==> config.mk <==
export PLATFORM = sky130hd
export DESIGN_NAME = julian_day_calendar_converter_core
export DESIGN_NICKNAME = d
export VERILOG_FILES = /design/src/jdcc_pkg.sv /design/src/julian_day_calendar_converter_core.sv /design/src/jdcc_flow.sv
export SDC_FILE = /design/constraint.sdc
export NUM_CORES = 2
export LEC_CHECK = 0
export ABC_CLOCK_PERIOD_IN_PS = 7800
export BUFFER_PORTS_ARGS = -buffer_cell sky130_fd_sc_hd__buf_2
export CAP_MARGIN = 0
export CORE_MARGIN = 8
export CORE_UTILIZATION = 45
export CTS_CLUSTER_DIAMETER = 40
export DETAILED_ROUTE_END_ITERATION = 8
export PLACE_DENSITY_LB_ADDON = 0.25
export SKIP_CTS_REPAIR_TIMING = 1
export SLEW_MARGIN = 20
export SYNTH_ARGS = -nofsm -noshare
export SYNTH_HDL_FRONTEND = slang
export SYNTH_SLANG_ARGS = --single-unit
==> constraint.sdc <==
create_clock -name i_clk -period 7.8 [get_ports i_clk]
set_input_delay 0.78 -clock i_clk [delete_from_list [all_inputs] [get_ports i_clk]]
set_output_delay 0.78 -clock i_clk [all_outputs]
set_load 0.01 [all_outputs]
==> src/jdcc_pkg.sv <==
// jdcc_pkg: shared types, constants and month tables for the julian day converter.
// No dependencies; imported by jdcc_flow, julian_day_calendar_converter_core and the testbench.
package jdcc_pkg;

    localparam int NSTG = 8;

    localparam logic [22:0] MAX_DAY_NUMBER = 23'd5373484;
    localparam logic [23:0] DAY_CS         = 24'd8640000;
    localparam int          GREG_START     = 2299161;
    localparam int          REFORM_YEAR    = 1582;
    localparam int          REFORM_SHIFT   = 10;
    localparam int          EPOCH_YEAR     = 4712;
    localparam int          DAY_OFFSET     = 1721087;
    // day offset for january 0 (month 13 of the year before)
    localparam int          JAN0_OFFSET    = 1721087 + 336;
    localparam int          YEAR_TENTHOUS  = 3652422;

    // reciprocals for constant division
    localparam logic [19:0] RCP_27   = 20'd621379;    // 2^24 / 27
    localparam logic [19:0] RCP_375  = 20'd715828;    // 2^28 / 375
    localparam logic [10:0] RCP_60   = 11'd1093;      // 2^16 / 60
    localparam logic [12:0] RCP_100  = 13'd5243;      // 2^19 / 100
    localparam logic [23:0] RCP_YEAR = 24'd11759231;  // 2^32 * 10000 / 3652422

    typedef enum logic {
        OP_CAL_TO_DAY = 1'b0,
        OP_DAY_TO_CAL = 1'b1
    } t_op;

    typedef struct packed {
        logic [NSTG-1:0] en;
        logic [NSTG-1:0] vld;
    } t_pipe_ctl;

    // floor(3059 * n / 100) for shifted month n = 1..12
    function automatic logic [8:0] month_offset(input logic [3:0] n);
        logic [8:0] v;
        case (n)
            4'd1:    v = 9'd30;
            4'd2:    v = 9'd61;
            4'd3:    v = 9'd91;
            4'd4:    v = 9'd122;
            4'd5:    v = 9'd152;
            4'd6:    v = 9'd183;
            4'd7:    v = 9'd214;
            4'd8:    v = 9'd244;
            4'd9:    v = 9'd275;
            4'd10:   v = 9'd305;
            4'd11:   v = 9'd336;
            4'd12:   v = 9'd367;
            default: v = 9'd0;
        endcase
        return v;
    endfunction

    // days in the year through the end of month m
    function automatic logic [8:0] cum_days(input logic [3:0] m, input logic leap);
        logic [8:0] v;
        case (m)
            4'd1:    v = 9'd31;
            4'd2:    v = 9'd59;
            4'd3:    v = 9'd90;
            4'd4:    v = 9'd120;
            4'd5:    v = 9'd151;
            4'd6:    v = 9'd181;
            4'd7:    v = 9'd212;
            4'd8:    v = 9'd243;
            4'd9:    v = 9'd273;
            4'd10:   v = 9'd304;
            4'd11:   v = 9'd334;
            4'd12:   v = 9'd365;
            default: v = 9'd0;
        endcase
        if (leap && m >= 4'd2) begin
            v = v + 9'd1;
        end
        return v;
    endfunction

endpackage

==> src/julian_day_calendar_converter_core.sv <==
// julian_day_calendar_converter_core: calendar date <-> julian day number converter.
// Depends on jdcc_pkg and jdcc_flow.
//
// Takes one word per cycle while o_stall is low and returns each result in order.
// Every pipeline stage holds one word and moves when the stage after it can take
// it, so bubbles close up under a downstream stall and a new word is accepted as
// long as any stage is free. Operation 0 turns year/month/day/time into a day
// number and centiseconds since midnight; operation 1 turns a day number and
// time back into a date. The year estimate uses a reciprocal multiply corrected
// by remainder compares; the month is found by comparing against all twelve
// month ends at once in the last stage.
module julian_day_calendar_converter_core (
    input  logic        i_clk,
    input  logic        i_rst_n,
    input  logic        i_valid,
    output logic        o_stall,
    input  logic        i_operation,
    input  logic [14:0] i_year,
    input  logic [3:0]  i_month,
    input  logic [4:0]  i_day_of_month,
    input  logic [4:0]  i_hour,
    input  logic [5:0]  i_minute,
    input  logic [12:0] i_centisecond,
    input  logic [22:0] i_day_number,
    input  logic [23:0] i_time_of_day_cs,
    output logic        o_valid,
    input  logic        i_stall,
    output logic [22:0] o_out_day_number,
    output logic [23:0] o_out_time_cs,
    output logic [14:0] o_out_year,
    output logic [3:0]  o_out_month,
    output logic [4:0]  o_out_day,
    output logic [4:0]  o_out_hour,
    output logic [5:0]  o_out_minute,
    output logic [12:0] o_out_centisecond,
    output logic        o_range_error
);
    import jdcc_pkg::*;

    t_pipe_ctl w_ctl;

    jdcc_flow u_flow (
        .i_clk   (i_clk),
        .i_rst_n (i_rst_n),
        .i_valid (i_valid),
        .i_stall (i_stall),
        .o_stall (o_stall),
        .o_valid (o_valid),
        .o_ctl   (w_ctl)
    );

    // ---------------- stage 1: decode, checks, first multiplies
    t_op                r_s1_op, n_s1_op;
    logic               r_s1_err, n_s1_err;
    logic signed [15:0] r_s1_y, n_s1_y;
    logic [8:0]         r_s1_b, n_s1_b;
    logic signed [25:0] r_s1_p1461, n_s1_p1461;
    logic [4:0]         r_s1_day, n_s1_day;
    logic [23:0]        r_s1_tcs, n_s1_tcs;
    logic [22:0]        r_s1_dn, n_s1_dn;
    logic [23:0]        r_s1_t, n_s1_t;
    logic [13:0]        r_s1_tq, n_s1_tq;
    logic [14:0]        r_s1_qe, n_s1_qe;
    logic [10:0]        r_s1_tm, n_s1_tm;

    logic signed [15:0] w_yr;
    logic               w_mle2;
    logic [3:0]         w_mm2;
    logic [38:0]        w_prod_tq;
    logic [46:0]        w_prod_qe;
    logic [39:0]        w_prod_tm;

    always_comb begin
        w_yr   = {i_year[14], i_year};
        w_mle2 = i_month <= 4'd2;
        w_mm2  = w_mle2 ? i_month + 4'd10 : i_month - 4'd2;
        n_s1_op    = t_op'(i_operation);
        n_s1_y     = w_yr - (w_mle2 ? 16'sd1 : 16'sd0);
        n_s1_b     = month_offset(w_mm2);
        n_s1_p1461 = n_s1_y * 26'sd1461;
        n_s1_day   = i_day_of_month;
        n_s1_tcs   = 24'(i_hour) * 24'd360000 + 24'(i_minute) * 24'd6000
                   + 24'(i_centisecond);
        n_s1_dn    = i_day_number;
        n_s1_t     = i_time_of_day_cs;
        // t / 864 = (t / 32) / 27
        w_prod_tq  = 39'(i_time_of_day_cs[23:5]) * 39'(RCP_27);
        n_s1_tq    = w_prod_tq[37:24];
        // year estimate, off by at most one
        w_prod_qe  = 47'(i_day_number) * 47'(RCP_YEAR);
        n_s1_qe    = w_prod_qe[46:32];
        // whole minutes: t / 6000 = (t / 16) / 375
        w_prod_tm  = 40'(i_time_of_day_cs[23:4]) * 40'(RCP_375);
        n_s1_tm    = w_prod_tm[38:28];
        if (n_s1_op == OP_CAL_TO_DAY) begin
            n_s1_err = (w_yr < -16'sd4712) || (w_yr > 16'sd9999) || (i_month == 4'd0)
                     || (i_month > 4'd12) || (i_hour > 5'd23) || (i_minute > 6'd59)
                     || (i_centisecond > 13'd5999);
        end else begin
            n_s1_err = (i_day_number > MAX_DAY_NUMBER) || (i_time_of_day_cs >= DAY_CS);
        end
    end

    always_ff @(posedge i_clk) begin
        if (w_ctl.en[0]) begin
            r_s1_op    <= n_s1_op;
            r_s1_err   <= n_s1_err;
            r_s1_y     <= n_s1_y;
            r_s1_b     <= n_s1_b;
            r_s1_p1461 <= n_s1_p1461;
            r_s1_day   <= n_s1_day;
            r_s1_tcs   <= n_s1_tcs;
            r_s1_dn    <= n_s1_dn;
            r_s1_t     <= n_s1_t;
            r_s1_tq    <= n_s1_tq;
            r_s1_qe    <= n_s1_qe;
            r_s1_tm    <= n_s1_tm;
        end
    end

    // ---------------- stage 2: uncorrected day number, scaled day, hour
    t_op                r_s2_op;
    logic               r_s2_err;
    logic signed [25:0] r_s2_k0, n_s2_k0;
    logic [6:0]         r_s2_y100, n_s2_y100;
    logic               r_s2_yneg;
    logic [23:0]        r_s2_tcs;
    logic signed [36:0] r_s2_v, n_s2_v;
    logic [36:0]        r_s2_p, n_s2_p;
    logic [14:0]        r_s2_qe;
    logic [22:0]        r_s2_dn;
    logic [10:0]        r_s2_tm;
    logic [4:0]         r_s2_hour, n_s2_hour;
    logic [12:0]        r_s2_cs, n_s2_cs;

    logic signed [25:0] w_a;
    logic [26:0]        w_prod_y100;
    logic [21:0]        w_prod_hr;
    logic [23:0]        w_rem_cs;

    always_comb begin
        // division by four toward zero
        if (r_s1_p1461 < 0) begin
            w_a = (r_s1_p1461 + 26'sd3) >>> 2;
        end else begin
            w_a = r_s1_p1461 >>> 2;
        end
        n_s2_k0     = w_a + $signed({17'd0, r_s1_b}) + $signed({21'd0, r_s1_day})
                    + 26'(DAY_OFFSET);
        w_prod_y100 = 27'(r_s1_y[13:0]) * 27'(RCP_100);
        n_s2_y100   = w_prod_y100[25:19];
        // floor(z / 864) with z = 8640000*dn - 4320000 + t
        n_s2_v      = $signed(37'(r_s1_dn) * 37'd10000 + 37'(r_s1_tq) - 37'd5000);
        n_s2_p      = 37'(r_s1_qe) * 37'(YEAR_TENTHOUS);
        w_prod_hr   = 22'(r_s1_tm) * 22'(RCP_60);
        n_s2_hour   = w_prod_hr[20:16];
        w_rem_cs    = r_s1_t - 24'(r_s1_tm) * 24'd6000;
        n_s2_cs     = w_rem_cs[12:0];
    end

    always_ff @(posedge i_clk) begin
        if (w_ctl.en[1]) begin
            r_s2_op   <= r_s1_op;
            r_s2_err  <= r_s1_err;
            r_s2_k0   <= n_s2_k0;
            r_s2_y100 <= n_s2_y100;
            r_s2_yneg <= r_s1_y[15];
            r_s2_tcs  <= r_s1_tcs;
            r_s2_v    <= n_s2_v;
            r_s2_p    <= n_s2_p;
            r_s2_qe   <= r_s1_qe;
            r_s2_dn   <= r_s1_dn;
            r_s2_tm   <= r_s1_tm;
            r_s2_hour <= n_s2_hour;
            r_s2_cs   <= n_s2_cs;
        end
    end

    // ---------------- stage 3: gregorian correction, year from remainder
    t_op                r_s3_op;
    logic               r_s3_err, n_s3_err;
    logic [22:0]        r_s3_k, n_s3_k;
    logic [23:0]        r_s3_tcs;
    logic signed [15:0] r_s3_y0, n_s3_y0;
    logic [22:0]        r_s3_dn;
    logic               r_s3_greg, n_s3_greg;
    logic [4:0]         r_s3_hour;
    logic [5:0]         r_s3_min, n_s3_min;
    logic [12:0]        r_s3_cs;

    logic signed [25:0] w_k;
    logic signed [37:0] w_r;
    logic signed [15:0] w_q;
    logic [10:0]        w_min_full;

    always_comb begin
        if (r_s2_k0 >= 26'(GREG_START)) begin
            w_k = r_s2_k0 + $signed({21'd0, r_s2_y100[6:2]}) - $signed({19'd0, r_s2_y100})
                + 26'sd2;
        end else if (r_s2_yneg) begin
            w_k = r_s2_k0 - 26'sd1;
        end else begin
            w_k = r_s2_k0;
        end
        n_s3_k = w_k[22:0];
        if (r_s2_op == OP_CAL_TO_DAY) begin
            n_s3_err = r_s2_err || (w_k < 0) || (w_k > $signed({3'd0, MAX_DAY_NUMBER}));
        end else begin
            n_s3_err = r_s2_err;
        end
        w_r = {r_s2_v[36], r_s2_v} - $signed({1'b0, r_s2_p});
        if (w_r < 0) begin
            w_q = $signed({1'b0, r_s2_qe}) - 16'sd1;
        end else if (w_r >= 38'(YEAR_TENTHOUS)) begin
            w_q = $signed({1'b0, r_s2_qe}) + 16'sd1;
        end else begin
            w_q = $signed({1'b0, r_s2_qe});
        end
        n_s3_y0    = w_q - 16'(EPOCH_YEAR);
        n_s3_greg  = r_s2_dn >= 23'(GREG_START);
        w_min_full = r_s2_tm - 11'(r_s2_hour) * 11'd60;
        n_s3_min   = w_min_full[5:0];
    end

    always_ff @(posedge i_clk) begin
        if (w_ctl.en[2]) begin
            r_s3_op   <= r_s2_op;
            r_s3_err  <= n_s3_err;
            r_s3_k    <= n_s3_k;
            r_s3_tcs  <= r_s2_tcs;
            r_s3_y0   <= n_s3_y0;
            r_s3_dn   <= r_s2_dn;
            r_s3_greg <= n_s3_greg;
            r_s3_hour <= r_s2_hour;
            r_s3_min  <= n_s3_min;
            r_s3_cs   <= r_s2_cs;
        end
    end

    // ---------------- stage 4: multiplies for january 0 of the estimated year
    t_op                r_s4_op;
    logic               r_s4_err;
    logic [22:0]        r_s4_k;
    logic [23:0]        r_s4_tcs;
    logic signed [15:0] r_s4_y0;
    logic signed [15:0] r_s4_yy, n_s4_yy;
    logic signed [26:0] r_s4_m1461, n_s4_m1461;
    logic [6:0]         r_s4_yy100, n_s4_yy100;
    logic [6:0]         r_s4_y0100, n_s4_y0100;
    logic [22:0]        r_s4_dn;
    logic               r_s4_greg;
    logic [4:0]         r_s4_hour;
    logic [5:0]         r_s4_min;
    logic [12:0]        r_s4_cs;

    logic [26:0]        w_prod_yy;
    logic [26:0]        w_prod_y0;

    always_comb begin
        n_s4_yy    = r_s3_y0 - 16'sd1;
        n_s4_m1461 = n_s4_yy * 27'sd1461;
        w_prod_yy  = 27'(n_s4_yy[13:0]) * 27'(RCP_100);
        n_s4_yy100 = w_prod_yy[25:19];
        w_prod_y0  = 27'(r_s3_y0[13:0]) * 27'(RCP_100);
        n_s4_y0100 = w_prod_y0[25:19];
    end

    always_ff @(posedge i_clk) begin
        if (w_ctl.en[3]) begin
            r_s4_op    <= r_s3_op;
            r_s4_err   <= r_s3_err;
            r_s4_k     <= r_s3_k;
            r_s4_tcs   <= r_s3_tcs;
            r_s4_y0    <= r_s3_y0;
            r_s4_yy    <= n_s4_yy;
            r_s4_m1461 <= n_s4_m1461;
            r_s4_yy100 <= n_s4_yy100;
            r_s4_y0100 <= n_s4_y0100;
            r_s4_dn    <= r_s3_dn;
            r_s4_greg  <= r_s3_greg;
            r_s4_hour  <= r_s3_hour;
            r_s4_min   <= r_s3_min;
            r_s4_cs    <= r_s3_cs;
        end
    end

    // ---------------- stage 5: uncorrected january 0, leap rule
    t_op                r_s5_op;
    logic               r_s5_err;
    logic [22:0]        r_s5_k;
    logic [23:0]        r_s5_tcs;
    logic signed [15:0] r_s5_y0;
    logic               r_s5_yyneg;
    logic signed [26:0] r_s5_kj, n_s5_kj;
    logic [6:0]         r_s5_yy100;
    logic               r_s5_leap, n_s5_leap;
    logic [22:0]        r_s5_dn;
    logic               r_s5_greg;
    logic [4:0]         r_s5_hour;
    logic [5:0]         r_s5_min;
    logic [12:0]        r_s5_cs;

    logic signed [26:0] w_a2;
    logic [15:0]        w_m100;
    logic               w_gleap;
    logic               w_jleap;

    always_comb begin
        if (r_s4_m1461 < 0) begin
            w_a2 = (r_s4_m1461 + 27'sd3) >>> 2;
        end else begin
            w_a2 = r_s4_m1461 >>> 2;
        end
        n_s5_kj = w_a2 + 27'(JAN0_OFFSET);
        w_m100  = r_s4_y0 - 16'(r_s4_y0100) * 16'd100;
        w_gleap = (w_m100 == 16'd0) ? (r_s4_y0100[1:0] == 2'd0) : (r_s4_y0[1:0] == 2'd0);
        // before the reform negative years are leap when year - 1 divides by four
        w_jleap = r_s4_y0[15] ? (r_s4_yy[1:0] == 2'd0) : (r_s4_y0[1:0] == 2'd0);
        n_s5_leap = r_s4_greg ? w_gleap : w_jleap;
    end

    always_ff @(posedge i_clk) begin
        if (w_ctl.en[4]) begin
            r_s5_op    <= r_s4_op;
            r_s5_err   <= r_s4_err;
            r_s5_k     <= r_s4_k;
            r_s5_tcs   <= r_s4_tcs;
            r_s5_y0    <= r_s4_y0;
            r_s5_yyneg <= r_s4_yy[15];
            r_s5_kj    <= n_s5_kj;
            r_s5_yy100 <= r_s4_yy100;
            r_s5_leap  <= n_s5_leap;
            r_s5_dn    <= r_s4_dn;
            r_s5_greg  <= r_s4_greg;
            r_s5_hour  <= r_s4_hour;
            r_s5_min   <= r_s4_min;
            r_s5_cs    <= r_s4_cs;
        end
    end

    // ---------------- stage 6: corrected january 0
    t_op                r_s6_op;
    logic               r_s6_err;
    logic [22:0]        r_s6_k;
    logic [23:0]        r_s6_tcs;
    logic signed [15:0] r_s6_y0;
    logic signed [26:0] r_s6_kjan, n_s6_kjan;
    logic               r_s6_leap;
    logic [22:0]        r_s6_dn;
    logic               r_s6_greg;
    logic [4:0]         r_s6_hour;
    logic [5:0]         r_s6_min;
    logic [12:0]        r_s6_cs;

    always_comb begin
        if (r_s5_kj >= 27'(GREG_START)) begin
            n_s6_kjan = r_s5_kj + $signed({22'd0, r_s5_yy100[6:2]})
                      - $signed({20'd0, r_s5_yy100}) + 27'sd2;
        end else if (r_s5_yyneg) begin
            n_s6_kjan = r_s5_kj - 27'sd1;
        end else begin
            n_s6_kjan = r_s5_kj;
        end
    end

    always_ff @(posedge i_clk) begin
        if (w_ctl.en[5]) begin
            r_s6_op   <= r_s5_op;
            r_s6_err  <= r_s5_err;
            r_s6_k    <= r_s5_k;
            r_s6_tcs  <= r_s5_tcs;
            r_s6_y0   <= r_s5_y0;
            r_s6_kjan <= n_s6_kjan;
            r_s6_leap <= r_s5_leap;
            r_s6_dn   <= r_s5_dn;
            r_s6_greg <= r_s5_greg;
            r_s6_hour <= r_s5_hour;
            r_s6_min  <= r_s5_min;
            r_s6_cs   <= r_s5_cs;
        end
    end

    // ---------------- stage 7: day of year
    t_op                r_s7_op;
    logic               r_s7_err;
    logic [22:0]        r_s7_k;
    logic [23:0]        r_s7_tcs;
    logic signed [15:0] r_s7_y0;
    logic signed [11:0] r_s7_d, n_s7_d;
    logic               r_s7_leap;
    logic [4:0]         r_s7_hour;
    logic [5:0]         r_s7_min;
    logic [12:0]        r_s7_cs;

    logic signed [26:0] w_doy;

    always_comb begin
        w_doy = $signed({4'd0, r_s6_dn}) - r_s6_kjan;
        // reform year: gregorian dates sit ten days further into the year
        if (r_s6_greg && r_s6_y0 == 16'(REFORM_YEAR)) begin
            w_doy = w_doy + 27'(REFORM_SHIFT);
        end
        n_s7_d = w_doy[11:0];
    end

    always_ff @(posedge i_clk) begin
        if (w_ctl.en[6]) begin
            r_s7_op   <= r_s6_op;
            r_s7_err  <= r_s6_err;
            r_s7_k    <= r_s6_k;
            r_s7_tcs  <= r_s6_tcs;
            r_s7_y0   <= r_s6_y0;
            r_s7_d    <= n_s7_d;
            r_s7_leap <= r_s6_leap;
            r_s7_hour <= r_s6_hour;
            r_s7_min  <= r_s6_min;
            r_s7_cs   <= r_s6_cs;
        end
    end

    // ---------------- stage 8: month split, year wrap, output word
    logic [22:0] r_o_dn, n_o_dn;
    logic [23:0] r_o_tcs, n_o_tcs;
    logic [14:0] r_o_year, n_o_year;
    logic [3:0]  r_o_month, n_o_month;
    logic [4:0]  r_o_day, n_o_day;
    logic [4:0]  r_o_hour, n_o_hour;
    logic [5:0]  r_o_min, n_o_min;
    logic [12:0] r_o_cs, n_o_cs;
    logic        r_o_err, n_o_err;

    logic               w_found;
    logic [3:0]         w_mon;
    logic [8:0]         w_base;
    logic signed [11:0] w_dm;
    logic signed [15:0] w_yr_out;

    always_comb begin
        w_found = 1'b0;
        w_mon   = 4'd1;
        w_base  = cum_days(4'd12, r_s7_leap);
        for (int m = 1; m <= 12; m++) begin
            if (!w_found && r_s7_d <= $signed({3'd0, cum_days(4'(m), r_s7_leap)})) begin
                w_found = 1'b1;
                w_mon   = 4'(m);
                w_base  = cum_days(4'(m - 1), r_s7_leap);
            end
        end
        w_dm     = r_s7_d - $signed({3'd0, w_base});
        w_yr_out = r_s7_y0;
        if (!w_found) begin
            // ran past december
            w_yr_out = r_s7_y0 + 16'sd1;
        end
        if (r_s7_d < 12'sd1) begin
            w_yr_out = r_s7_y0 - 16'sd1;
            w_mon    = 4'd12;
            w_dm     = r_s7_d + 12'sd31;
            if (r_s7_d + 12'sd31 < 12'sd1) begin
                w_mon = 4'd11;
                w_dm  = r_s7_d + 12'sd61;
            end
        end

        n_o_dn    = '0;
        n_o_tcs   = '0;
        n_o_year  = '0;
        n_o_month = '0;
        n_o_day   = '0;
        n_o_hour  = '0;
        n_o_min   = '0;
        n_o_cs    = '0;
        n_o_err   = r_s7_err;
        if (!r_s7_err) begin
            if (r_s7_op == OP_CAL_TO_DAY) begin
                n_o_dn  = r_s7_k;
                n_o_tcs = r_s7_tcs;
            end else begin
                n_o_year  = w_yr_out[14:0];
                n_o_month = w_mon;
                n_o_day   = w_dm[4:0];
                n_o_hour  = r_s7_hour;
                n_o_min   = r_s7_min;
                n_o_cs    = r_s7_cs;
            end
        end
    end

    always_ff @(posedge i_clk) begin
        if (w_ctl.en[7]) begin
            r_o_dn    <= n_o_dn;
            r_o_tcs   <= n_o_tcs;
            r_o_year  <= n_o_year;
            r_o_month <= n_o_month;
            r_o_day   <= n_o_day;
            r_o_hour  <= n_o_hour;
            r_o_min   <= n_o_min;
            r_o_cs    <= n_o_cs;
            r_o_err   <= n_o_err;
        end
    end

    assign o_out_day_number  = r_o_dn;
    assign o_out_time_cs     = r_o_tcs;
    assign o_out_year        = r_o_year;
    assign o_out_month       = r_o_month;
    assign o_out_day         = r_o_day;
    assign o_out_hour        = r_o_hour;
    assign o_out_minute      = r_o_min;
    assign o_out_centisecond = r_o_cs;
    assign o_range_error     = r_o_err;

    // ---------------- checks
    a_reset_empty: assert property (@(posedge i_clk) !i_rst_n |=> !o_valid)
        else $error("valid word right after reset");

    a_err_clears: assert property (@(posedge i_clk) disable iff (!i_rst_n)
        o_valid && o_range_error |-> o_out_day_number == 23'd0 && o_out_time_cs == 24'd0
            && o_out_year == 15'd0 && o_out_month == 4'd0 && o_out_day == 5'd0)
        else $error("range error with nonzero result fields");

    a_op_exclusive: assert property (@(posedge i_clk) disable iff (!i_rst_n)
        o_valid && o_out_month != 4'd0 |-> o_out_day_number == 23'd0
            && o_out_time_cs == 24'd0 && o_out_month <= 4'd12)
        else $error("date result mixed with day number result");

    a_hold_full: assert property (@(posedge i_clk) disable iff (!i_rst_n)
        (&w_ctl.vld) && i_stall |-> o_stall)
        else $error("full pipeline accepts a word under output stall");

endmodule

==> src/jdcc_flow.sv <==
// jdcc_flow: valid bits and per-stage enables of the converter pipeline.
// Depends on jdcc_pkg; a stage moves when it is empty or the next one moves.
module jdcc_flow (
    input  logic                i_clk,
    input  logic                i_rst_n,
    input  logic                i_valid,
    input  logic                i_stall,
    output logic                o_stall,
    output logic                o_valid,
    output jdcc_pkg::t_pipe_ctl o_ctl
);
    import jdcc_pkg::*;

    logic [NSTG-1:0] r_vld;
    logic [NSTG-1:0] n_en;

    always_comb begin
        n_en[NSTG-1] = !r_vld[NSTG-1] || !i_stall;
        for (int s = NSTG - 2; s >= 0; s--) begin
            n_en[s] = !r_vld[s] || n_en[s+1];
        end
    end

    always_ff @(posedge i_clk) begin
        if (!i_rst_n) begin
            r_vld <= '0;
        end else begin
            if (n_en[0]) begin
                r_vld[0] <= i_valid;
            end
            for (int s = 1; s < NSTG; s++) begin
                if (n_en[s]) begin
                    r_vld[s] <= r_vld[s-1];
                end
            end
        end
    end

    assign o_stall   = !n_en[0];
    assign o_valid   = r_vld[NSTG-1];
    assign o_ctl.en  = n_en;
    assign o_ctl.vld = r_vld;

endmodule

==> key figures <==
CTS
  • Clk_lat worst skew: 0.82 ns
  • Htree depth: 4
  • Longest Clk Path Bufs: 3
  • TritonCTS clock tree: done
  • CTS Buf Count: 167
  • Root buf cell: clkbuf_16
  • CTS Sinks: 1,051
  • Clock slew at reported path FFs: 0.06 ns

Floorplanning
  • Die span in x: 488 um
  • Core area: 222,000 sq um
  • # rows: 173
  • Io pins: 198
  • Die Ht: 488 um
  • Starting Density: 0.452
  • Die ar.: 238,000 sq um

Setup path
  • Startpoint Class: primary input
  • Setup CP Type: primary input to flop
  • Slowest cell on crit path: fa_1
  • CP required: 8.37 ns
  • Max stage delay on crit path: 0.65 ns
  • Worst reg2reg path depth: 31
  • Critical Path AT: 8.18 ns
  • R2r endpoint: r_s2_v[36]
  • Worst r2r src: r_s1_dn[9]
  • Reg2Reg Setup Slack: 0.33 ns
  • Critical path's most frequent cell: fa_1
  • CP max FO: 3
  • Kind of end point of the critical path: flop

Detailed routing
  • 1st-iter DRT viols: 3,157
  • Vias: 63,230
  • Initial DRT Pass Iterations: 7
  • Drt drc: 0
  • Via density: 5.03
  • Routed length per placed instance: 18.5 um
  • Final WL: 232 mm
  • Final ANT Viol Nets: 0

Timing
  • Skew final: 0.0711 ns
  • Hold Vio Cnt, Final: 0
  • Final period util: 0.975
  • Unrepaired setup endpoints after global routing: yes
  • Setup TNS: 0 ns
  • Final Max Tran Viols: 0
  • Fmax achieved: 131 MHz
  • Fin crit period: 7.61 ns
  • Tightest Pin Transition: 1.04 ns
  • Hold_ws: 0.138 ns
  • Normalized max-slew margin: 0.305
  • Finish-stage setup viols: 0

Synth
  • Simple-gate share of the synthesized area: 0.0585
  • Synth Cell Area: 100,000 sq um
  • Yosys reg bits: 1,051
  • Post-synth EDFFs: 1,043
  • Ys Warns: 0
  • Async set or reset register ratio after synthesis: 0
  • Adder-cell share of the synthesized area: 0.429
  • Synth Area in Compound Gates: 0.0697
  • Seq/Total Area, Yosys: 0.314
  • Syn avg cell area: 11.4 sq um
  • Post-synthesis cell count: 8,804
  • Largest family of logic cells by synthesized area: adder cells
  • Dominant synthesized flop cell: edfxtp_1
  • Mux share of post-synthesis cell area: 0.00183
  • Net Count, Synth: 11,687
  • XOR/XNOR share of the synthesized area: 0.0443
  • Netlist cell types: 88

Global route
  • Antenna violations before repair: 16
  • Pin count of the biggest net entering global routing: 147
  • Vias in the first global route: 67,625
  • Total grt overflow: 0
  • Top Usage Layer GRT: met2
  • Global-route track usage on met1: 0.265
  • First-pass GRT wire length: 371 mm
  • M3 GR Usage: 0.0334
  • Met2 usage: 0.333
  • All-Layer GR Usage: 0.197

Worst hold path
  • Hold Crit Class: primary input to flop
  • Hold depth: 1
  • Hold Path End: r_s1_day[2]
  • Worst Min Path Start: i_day_of_month[2]

Job
  • Max_cap viols: 0

Place
  • PortBufs: 197
  • Placed cell areas: 107,000 sq um
  • Placer Congestion: 0.908
  • HPWL after DPL: 196 mm

Layout
  • Finished Cell Area: 113,000 sq um
  • Multi-input logic area: 60,700 sq um
  • Fill count: 19,640
  • Area growth syn-to-layout: 13.1%
  • Reg area: 31,500 sq um
  • Commonest non-fill, non-tap cell in the layout: inv_1
  • Commonest cells after routing, fill and taps aside: inv_1 (2,142), ha_1 (1,685), fa_1 (1,094)
  • Post-layout net count: 12,330
  • Layout cells sized above 1: 0.0955

Outcome
  • Status: completed
flip-flops by register name, indices dropped and copies added (netlist names), 24 cells and up:
| name | cells |
|---|---|
| o_out_time_cs | 24 |
| r_s1_p1461 | 24 |
| r_s1_tcs | 24 |
| r_s2_k0 | 26 |
| r_s2_p | 35 |
| r_s2_tcs | 24 |
| r_s2_v | 36 |
| r_s3_tcs | 24 |
| r_s4_m1461 | 25 |
| r_s4_tcs | 24 |
| r_s5_kj | 27 |
| r_s5_tcs | 24 |
| r_s6_tcs | 24 |
| r_s7_tcs | 24 |
how the worst max path moves through the flow:
stage	start	slack (ns)	depth (start not counted)	to
3_5_place_dp	i_day_number[17]	-1.16	26	r_s1_qe[13]
4_1_cts	i_day_number[5]	-0.32	28	r_s1_qe[13]
2_1_floorplan	i_day_number[5]	0.06	27	r_s1_qe[13]
3_3_place_gp	i_day_number[17]	-1.17	26	r_s1_qe[13]
6_report	i_day_number[3]	0.19	28	r_s1_qe[13]
5_1_grt	i_day_number[8]	-0.03	30	r_s1_qe[13]
worst max-delay path: cells and delay by family:
family / cells / cell delay (ns)
XOR/XNOR: 1 / 0.08
adder cells (fa/ha/maj): 8 / 3.77
buffers and inverters: 5 / 0.38
AO/OA/AOI/OAI: 13 / 2.84
AND/OR/NAND/NOR: 1 / 0.32
kinds of logic (layout without fill, tap and decap cells):
group	after synthesis	after routing
other cells	0	2
mux	15	15
buf+inv	2201	2986
flops	1051	1051
xor+xnor	508	508
compound gates	1066	1066
simple gates	1179	1179
fa+ha+maj	2784	2784
cells in the mapped netlist, types with 58 or more instances:
| cell | n | area (sq um) |
|---|---|---|
| xnor2_1 | 349 | 3060 |
| ha_1 | 1685 | 21100 |
| a21o_1 | 161 | 1210 |
| and2_1 | 92 | 576 |
| a21oi_1 | 311 | 1560 |
| edfxtp_1 | 1043 | 31300 |
| nand2_1 | 253 | 950 |
| xor2_1 | 159 | 1390 |
| o21ai_0 | 178 | 891 |
| o21a_1 | 58 | 435 |
| nand3_1 | 100 | 500 |
| nor3_1 | 106 | 531 |
| inv_1 | 2147 | 8060 |
| fa_1 | 1098 | 22000 |
| nor2_1 | 305 | 1140 |
final cells by class:
| cell class | count | area share |
|---|---|---|
| Tap cell | 2975 | 0.0328 |
| Clock inverter | 133 | 0.0144 |
| Timing Repair Buffer | 528 | 0.0311 |
| Antenna cell | 2 | 0.0000441 |
| Multi-Input combinational cell | 5552 | 0.535 |
| Inverter | 2147 | 0.0712 |
| Sequential cell | 1051 | 0.277 |
| Clock buffer | 178 | 0.0376 |
stage by stage:
stage                     setup slack [ns]   util  instances
final                                0.195  0.511      12566
after global routing               -0.0314  0.511      12565
after CTS                           -0.319  0.511      12563
after detailed placement             -1.16  0.484      12252
after global placement               -1.17  0.484      12252
after floorplan                     0.0558      -       8804
layer usage:
layer / share of wire / vias to the layer above
met1: 0.45 / 31227
met3: 0.046 / 321
li1: - / 30490
met5: 0.00024 / -
met2: 0.48 / 1184
met4: 0.026 / 8
Power is left out: the tool's default activity adds up to more than one toggle a clock period on the data nets, which glitch-free logic cannot reach.
